$ cat src/design/aht_pkg.sv
// aht_pkg: shared types and constants of the age histogram block
// used by age_histogram_tenure_threshold and its port checker
package aht_pkg;

  // histogram shape
  localparam int MAX_AGE   = 15;
  localparam int DEPTH     = MAX_AGE + 1;
  localparam int AGE_W     = $clog2(DEPTH);
  localparam int CNT_W     = 32;
  localparam int SUM_W     = 36;

  // configuration widths
  localparam int CAP_W     = 32;
  localparam int OCC_W     = 17;
  localparam int SIZE_W    = 16;
  localparam int CFG_W     = 32;
  localparam int CFG_IDX_W = 2;

  // compute datapath widths
  localparam int TGT_W     = CAP_W + OCC_W - 16;
  localparam int RUN_W     = CNT_W + SIZE_W + AGE_W;

  // input fields
  localparam int OP_W      = 3;
  localparam int AGEIN_W   = 8;
  localparam int NTH_W     = 8;
  localparam int IN_W      = 24;

  // output fields
  localparam int THR_W     = 4;
  localparam int OUT_W     = 112;
  localparam int OUT_CNT_LO = THR_W + 1;
  localparam int OUT_TOT_LO = OUT_CNT_LO + CNT_W;
  localparam int OUT_PRM_LO = OUT_TOT_LO + SUM_W;

  // reset values
  localparam logic [THR_W-1:0]  THR_RESET  = THR_W'(6);
  localparam logic [CAP_W-1:0]  CAP_RESET  = CAP_W'(1048576);
  localparam logic [OCC_W-1:0]  OCC_RESET  = OCC_W'(32768);
  localparam logic [SIZE_W-1:0] SIZE_RESET = SIZE_W'(32);

  // operation codes
  typedef enum logic [OP_W-1:0] {
    OP_RECORD  = 3'd0,
    OP_CLEAR   = 3'd1,
    OP_COMPUTE = 3'd2,
    OP_SET     = 3'd3,
    OP_QUERY   = 3'd4
  } op_t;

  // configuration register indexes
  localparam logic [CFG_IDX_W-1:0] REG_CAPACITY  = 2'd0;
  localparam logic [CFG_IDX_W-1:0] REG_OCCUPANCY = 2'd1;
  localparam logic [CFG_IDX_W-1:0] REG_OBJ_SIZE  = 2'd2;

endpackage

$ cat src/design/age_histogram_tenure_threshold.sv
// age_histogram_tenure_threshold: survival age histogram with tenuring threshold
// histogram held in a 16-entry synchronous RAM, swept once per transaction (twice for compute)
// depends on aht_pkg
//
//  channel  | direction | contents (lowest bits first)
//  ---------+-----------+----------------------------------------------------
//  s_axis   | in        | operation[2:0] age[10:3] new_threshold[18:11]
//  m_axis   | out       | threshold promote count_at_age total promoted_count
//  cfg      | in        | write enable, register index, write data
//
// one transaction at a time; a record reads and then writes its age entry
// (no write for an age past the histogram), clear/set/query and other codes
// go straight to the report; each report is a 16-entry sweep over the RAM read
// port plus pipeline drain (compute adds one more sweep through a multiply stage).
// reset (rst, synchronous) clears all histogram valid bits at once, threshold 6.
// a result waits in the output register; the next transaction is taken meanwhile
// and only its final load waits for m_axis_tready.
module age_histogram_tenure_threshold import aht_pkg::*; (
  input  logic                 clk,
  input  logic                 rst,
  // operation, age, new_threshold
  input  logic [IN_W-1:0]      s_axis_tdata,
  input  logic                 s_axis_tvalid,
  output logic                 s_axis_tready,
  // threshold, promote, count_at_age, total_survivors, promoted_count, zero pad
  output logic [OUT_W-1:0]     m_axis_tdata,
  output logic                 m_axis_tvalid,
  input  logic                 m_axis_tready,
  input  logic                 cfg_we,
  input  logic [CFG_IDX_W-1:0] cfg_addr,
  input  logic [CFG_W-1:0]     cfg_data
);

  typedef enum logic [6:0] {
    ST_IDLE    = 7'b0000001,
    ST_REC_RD  = 7'b0000010,
    ST_REC_WR  = 7'b0000100,
    ST_CMP     = 7'b0001000,
    ST_CMP_END = 7'b0010000,
    ST_RPT     = 7'b0100000,
    ST_FINISH  = 7'b1000000
  } state_t;

  state_t state, state_next;

  // configuration registers
  logic [CAP_W-1:0]  capacity;
  logic [OCC_W-1:0]  occupancy;
  logic [SIZE_W-1:0] obj_size;

  // latched transaction
  logic [AGEIN_W-1:0] age_q;

  logic [THR_W-1:0]  thr;

  // histogram RAM and valid bits
  logic [CNT_W-1:0]  mem [DEPTH];
  logic [DEPTH-1:0]  valid;
  logic [AGE_W-1:0]  rd_addr;
  logic [CNT_W-1:0]  rd_data;
  logic              rd_valid;
  logic              wr_en;
  logic [CNT_W-1:0]  cur_cnt;

  // sweep pipeline
  logic [AGE_W:0]    issue_cnt;
  logic              issue;
  logic              p1_vld, p2_vld;
  logic [AGE_W-1:0]  p1_idx, p2_idx;
  logic [RUN_W-1:0]  p2_prod;
  logic              sweep_done;

  // compute and report accumulators
  logic [TGT_W-1:0]  target;
  logic [RUN_W-1:0]  running, running_sum;
  logic              found;
  logic [THR_W-1:0]  found_thr;
  logic [SUM_W-1:0]  total, promoted;
  logic [CNT_W-1:0]  cnt_at;

  logic              in_fire;
  logic              age_in_range;

  assign in_fire       = s_axis_tvalid && s_axis_tready;
  assign s_axis_tready = (state == ST_IDLE);
  assign age_in_range  = (age_q <= AGEIN_W'(MAX_AGE));
  assign issue         = (state == ST_CMP || state == ST_RPT) && !issue_cnt[AGE_W];
  assign sweep_done    = issue_cnt[AGE_W] && !p1_vld && !p2_vld;
  assign cur_cnt       = rd_valid ? rd_data : '0;
  assign wr_en         = (state == ST_REC_WR) && (cur_cnt != '1);
  assign running_sum   = running + p2_prod;

  // read address: the recorded age, else the sweep position
  always_comb begin
    rd_addr = issue_cnt[AGE_W-1:0];
    if (state == ST_REC_RD) begin
      rd_addr = age_q[AGE_W-1:0];
    end
  end

  // histogram RAM, registered read
  always_ff @(posedge clk) begin
    if (wr_en) begin
      mem[age_q[AGE_W-1:0]] <= cur_cnt + CNT_W'(1);
    end
    rd_data  <= mem[rd_addr];
  end

  // valid bits: an invalid entry reads as zero
  always_ff @(posedge clk) begin
    if (rst) begin
      valid    <= '0;
      rd_valid <= 1'b0;
    end else begin
      rd_valid <= valid[rd_addr];
      if (state == ST_IDLE && in_fire && op_t'(s_axis_tdata[OP_W-1:0]) == OP_CLEAR) begin
        valid <= '0;
      end else if (wr_en) begin
        valid[age_q[AGE_W-1:0]] <= 1'b1;
      end
    end
  end

  // configuration writes
  always_ff @(posedge clk) begin
    if (rst) begin
      capacity  <= CAP_RESET;
      occupancy <= OCC_RESET;
      obj_size  <= SIZE_RESET;
    end else if (cfg_we) begin
      unique case (cfg_addr)
        REG_CAPACITY:  capacity  <= cfg_data[CAP_W-1:0];
        REG_OCCUPANCY: occupancy <= cfg_data[OCC_W-1:0];
        REG_OBJ_SIZE:  obj_size  <= cfg_data[SIZE_W-1:0];
        default: ;
      endcase
    end
  end

  // next state
  always_comb begin
    state_next = state;
    unique case (state)
      ST_IDLE: begin
        if (in_fire) begin
          unique case (op_t'(s_axis_tdata[OP_W-1:0]))
            OP_RECORD:  state_next = ST_REC_RD;
            OP_COMPUTE: state_next = ST_CMP;
            default:    state_next = ST_RPT;
          endcase
        end
      end
      ST_REC_RD:  state_next = age_in_range ? ST_REC_WR : ST_RPT;
      ST_REC_WR:  state_next = ST_RPT;
      ST_CMP:     state_next = sweep_done ? ST_CMP_END : ST_CMP;
      ST_CMP_END: state_next = ST_RPT;
      ST_RPT:     state_next = sweep_done ? ST_FINISH : ST_RPT;
      ST_FINISH:  state_next = (!m_axis_tvalid || m_axis_tready) ? ST_IDLE : ST_FINISH;
      default:    state_next = ST_IDLE;
    endcase
  end

  always_ff @(posedge clk) begin
    if (rst) begin
      state <= ST_IDLE;
    end else begin
      state <= state_next;
    end
  end

  // transaction latch and threshold updates
  always_ff @(posedge clk) begin
    if (rst) begin
      thr <= THR_RESET;
    end else begin
      if (state == ST_IDLE && in_fire) begin
        age_q <= s_axis_tdata[OP_W +: AGEIN_W];
        target <= TGT_W'((CAP_W+OCC_W)'(capacity) * (CAP_W+OCC_W)'(occupancy) >> 16);
        if (op_t'(s_axis_tdata[OP_W-1:0]) == OP_SET) begin
          if (s_axis_tdata[OP_W+AGEIN_W +: NTH_W] > NTH_W'(MAX_AGE)) begin
            thr <= THR_W'(MAX_AGE);
          end else begin
            thr <= s_axis_tdata[OP_W+AGEIN_W +: THR_W];
          end
        end
      end
      if (state == ST_CMP_END) begin
        thr <= found ? found_thr : THR_W'(MAX_AGE);
      end
    end
  end

  // sweep issue and pipeline valid flags
  always_ff @(posedge clk) begin
    if (rst) begin
      issue_cnt <= '0;
      p1_vld    <= 1'b0;
      p2_vld    <= 1'b0;
    end else begin
      p1_vld <= issue;
      p2_vld <= p1_vld && (state == ST_CMP);
      if (state == ST_IDLE || state == ST_CMP_END) begin
        issue_cnt <= '0;
      end else if (issue) begin
        issue_cnt <= issue_cnt + (AGE_W+1)'(1);
      end
    end
  end

  // sweep datapath: multiply stage for compute, sums for the report
  always_ff @(posedge clk) begin
    p1_idx  <= issue_cnt[AGE_W-1:0];
    p2_idx  <= p1_idx;
    p2_prod <= RUN_W'(cur_cnt) * RUN_W'(obj_size);
    if (state == ST_IDLE) begin
      running <= '0;
      found   <= 1'b0;
      total   <= '0;
      promoted <= '0;
      cnt_at  <= '0;
    end else begin
      // running occupancy, first age past target sets the threshold (at least 1)
      if (p2_vld) begin
        running <= running_sum;
        if (!found && running_sum > RUN_W'(target)) begin
          found     <= 1'b1;
          found_thr <= (p2_idx == '0) ? THR_W'(1) : p2_idx;
        end
      end
      // report sums
      if (p1_vld && state == ST_RPT) begin
        total <= total + SUM_W'(cur_cnt);
        if (p1_idx >= thr) begin
          promoted <= promoted + SUM_W'(cur_cnt);
        end
        if (age_in_range && p1_idx == age_q[AGE_W-1:0]) begin
          cnt_at <= cur_cnt;
        end
      end
    end
  end

  // output register
  always_ff @(posedge clk) begin
    if (rst) begin
      m_axis_tvalid <= 1'b0;
    end else if (state == ST_FINISH && (!m_axis_tvalid || m_axis_tready)) begin
      m_axis_tvalid <= 1'b1;
    end else if (m_axis_tready) begin
      m_axis_tvalid <= 1'b0;
    end
  end

  always_ff @(posedge clk) begin
    if (state == ST_FINISH && (!m_axis_tvalid || m_axis_tready)) begin
      m_axis_tdata <= {(OUT_W-OUT_PRM_LO-SUM_W)'(0), promoted, total, cnt_at,
                       (age_q >= AGEIN_W'(thr)), thr};
    end
  end

endmodule

$ cat config.mk
export PLATFORM = sky130hd
export DESIGN_NAME = age_histogram_tenure_threshold
export DESIGN_NICKNAME = d
export VERILOG_FILES = /design/src/design/aht_pkg.sv /design/src/design/age_histogram_tenure_threshold.sv
export SDC_FILE = /design/constraint.sdc
export NUM_CORES = 2
export LEC_CHECK = 0
export BUFFER_PORTS_ARGS = -buffer_cell sky130_fd_sc_hd__buf_4
export CAP_MARGIN = 10
export CORE_ASPECT_RATIO = 1.2
export CORE_MARGIN = 2
export CORE_UTILIZATION = 25
export CTS_CLUSTER_DIAMETER = 120
export DETAILED_ROUTE_END_ITERATION = 10
export GPL_TIMING_DRIVEN = 0
export SETUP_SLACK_MARGIN = 0.02
export SLEW_MARGIN = 20
export SYNTH_ARGS = -nofsm -noshare
export SYNTH_HDL_FRONTEND = slang
export SYNTH_SLANG_ARGS = --single-unit
$ cat constraint.sdc
create_clock -name clk -period 9.5 [get_ports clk]
set_clock_uncertainty 0.1 [all_clocks]
set_input_delay 1.9 -clock clk [delete_from_list [all_inputs] [get_ports clk]]
set_output_delay 1.9 -clock clk [all_outputs]
set_load 0.005 [all_outputs]
==> run metrics <==
initial antenna violation count 15; Crit path largest cell delay 0.56 ns; relative slew slack 19.5%; GPL Wtd Cong 0.972; number of remaining DRC errors 0; die width 510 um; CP Class flip-flop to flip-flop; Leak 36.7 nW; Post-DP HPWL 197,000 um; final net count 9,323; # port buffers 168; Fmax achieved 109 MHz; Finished Cell Area 87,500 sq um; DRT iter0 DRCs 4,752; number of iterations in the first detailed-routing pass 9; total CTS buffers 103; RSZ-0062 raised after global routing true; post-CTS setup buffer count 0; Mapped Area 76,700 sq um; Syn Inst Count 7,682; final core utilization 28.7%; critical path fanouts, max 11; grt total ovfl 0; drt wl/cell 20.7 um; Antenna Violating Nets Remaining 0; PD cells 110 nW/um^2; synth top area cells edfxtp_1 26%, fa_1 23%, dfxtp_1 9.0%, ha_1 6.5%, nand2_1 6.4%; Initial Utilization 25.1%; HP Class flip-flop to flip-flop; status finished clean; Cell variety after synth 100; fin crit share 96.4%; Synth Flop Type edfxtp_1; Die H 611 um; Critical Path End Type flip-flop; drt total wl 250,000 um; Post-synth EDFFs 666; shortest period the worst path allows 9.15 ns; clk sinks 1,012; clock buffer depth 3; Synth Register Bits 1,012; Fin. Hold Viols 0; Worst Max-Slew Pin Slew 1.21 ns; CP most frequent cell fa_1; worst path arrival time 9.68 ns; Via Count 57,000; CTS tree yes; Total GRT Usage 15.9%; peak supply drop 223 uV; layout cells sized above 1 6.26%; Seq/Total Area, Yosys 35.1%; Final Max Slew Viols 0; CTS clk-pin slew, worst paths 0.07 ns; Via-to-Cell Ratio 4.70; WP buf/inv 8; Critical-path top delay cell o41a_2; Die Area 311,000 sq um; largest net degree at the start of global routing 29; Synth async-reset ratio 0%; startpoint class of the critical path flip-flop; worst path required time 10.02 ns; Ys Warns 0; delay-heaviest family, CP adder cells; source-to-sink clock delay at the later pin of the worst-skew pair 0.76 ns; number of global-route vias before repair 57,700; num rows 222; Syn Area/Cell 9.98 sq um; DP Area 83,900 sq um; top-area cell type share of the netlist area 26.1%; core area 305,000 sq um; maxcap violations 0; P&R area growth vs syn 14.1%; htree depth 3; # IOs 177; first-pass GRT wire length 369,000 um; CTS Root Cell clkbuf_16; area leader, netlist edfxtp_1; CTS Hold Bufs 0; final setup fails 0
==> cell usage in the layout, fill, tap and decap left out, types with 68 or more instances in the layout <==
| cell type | count |
|---|---|
| xnor2_1 | 108 |
| buf_4 | 187 |
| a21o_1 | 98 |
| ha_1 | 396 |
| mux2i_1 | 68 |
| a31oi_1 | 88 |
| nor2_1 | 245 |
| a21oi_1 | 356 |
| a311oi_1 | 72 |
| fa_1 | 868 |
| clkbuf_16 | 104 |
| and3_1 | 245 |
| and2_1 | 323 |
| nand2_1 | 1299 |
| edfxtp_1 | 666 |
| a211oi_1 | 197 |
| dfxtp_1 | 346 |
| inv_1 | 1094 |
| o21ai_0 | 100 |
| clkbuf_1 | 401 |
==> Yosys cell counts, types with 25 or more instances <==
cell type / instances
o21a_1: 46
o21bai_1: 34
clkbuf_1: 404
fa_1: 868
and2_1: 323
mux2i_1: 69
edfxtp_1: 666
nand3_1: 66
nand2_1: 1300
ha_1: 396
a21oi_1: 356
and3_1: 245
o21ai_0: 101
a311oi_1: 72
xnor2_1: 121
inv_1: 1095
nor2_1: 258
a21o_1: 98
a211oi_1: 197
nand4_1: 46
or3_1: 25
xor2_1: 77
a31oi_1: 88
dfxtp_1: 346
nor3_1: 65
==> area by class of cell <==
| class | instances | area (sq um) |
|---|---|---|
| plain buffers | 443 | 1750 |
| diodes | 7 | 17.5 |
| clock buffers | 133 | 2780 |
| repair buffers | 207 | 1860 |
| multi-input cells | 5132 | 44300 |
| clock inverters | 60 | 692 |
| well taps | 4032 | 5040 |
| fillers | 31900 | 217000 |
| flip-flops and latches | 1012 | 26900 |
| inverters | 1097 | 4120 |
==> logic make-up after synthesis <==
logic type	synth area share, %
AND/OR/NAND/NOR	14.8
buffers and inverters	7.61
adder cells (fa/ha/maj)	29.1
AO/OA/AOI/OAI	10.2
flip-flops	35.1
XOR/XNOR	2.26
multiplexers	0.930
other	0.00489
==> power breakdown <==
group	leakage, nW	switching, mW	internal, mW
combinational	26.9	0.516	0.167
clock	1.66	1.90	2.27
sequential	8.12	0.0546	4.68
total	36.7	2.47	7.12
==> worst paths after layout <==
path / from / end / slack [ns] / cells after the start
max: rd_valid$_SDFF_PP0_ / p2_prod[46]$_DFF_P_ / 0.35 / 27
min: p1_idx[2]$_DFF_P_ / p2_idx[2]$_DFF_P_ / 0.28 / 0
max reg2reg: rd_valid$_SDFF_PP0_ / p2_prod[46]$_DFF_P_ / 0.35 / 27
min reg2reg: p1_idx[2]$_DFF_P_ / p2_idx[2]$_DFF_P_ / 0.28 / 0
==> state kept, by name (all words and copies together) (netlist names), 5 cells and up <==
register	flops
total	36
valid	16
issue_cnt	5
p2_prod	48
cnt_at	32
state	7
running	52
occupancy	17
target	33
mem	512
m_axis_tdata	109
obj_size	16
capacity	32
rd_data	32
promoted	36
age_q	8
==> routing by layer <==
metal | track usage [%] | wire length (um) | vias to the layer above
met3 | 2.66 | 17300 | 575
met2 | 26.7 | 119000 | 2100
met1 | 18.7 | 95300 | 28300
met4 | 9.99 | 18400 | 10
met5 | 0 | 62 | -
li1 | - | - | 26000
==> through the flow <==
step / std cells / setup slack [ns] / TNS, ns / power [mW] / hold WS (ns)
6_report: 12100 / 0.346 / 0 / 9.59 / 0.278
5_1_grt: 12100 / -0.0849 / -0.0849 / 9.89 / 0.284
4_1_cts: 12100 / 0.0782 / 0 / 9.67 / 0.281
3_5_place_dp: 11900 / -0.242 / -0.401 / 5.51 / 0.281
3_3_place_gp: 11900 / -1.72 / -265.49 / 5.51 / 0.277
2_1_floorplan: 7684 / 1.93 / 0 / 5.16 / 0.264
==> what timing repair did <==
item,4_1_cts,5_1_grt
endpoints found under the setup margin,7,6
gates resized for setup,4,15
endpoints found under the hold margin,0,0
pin swaps,0,0
(Power assumes the default switching activity.)
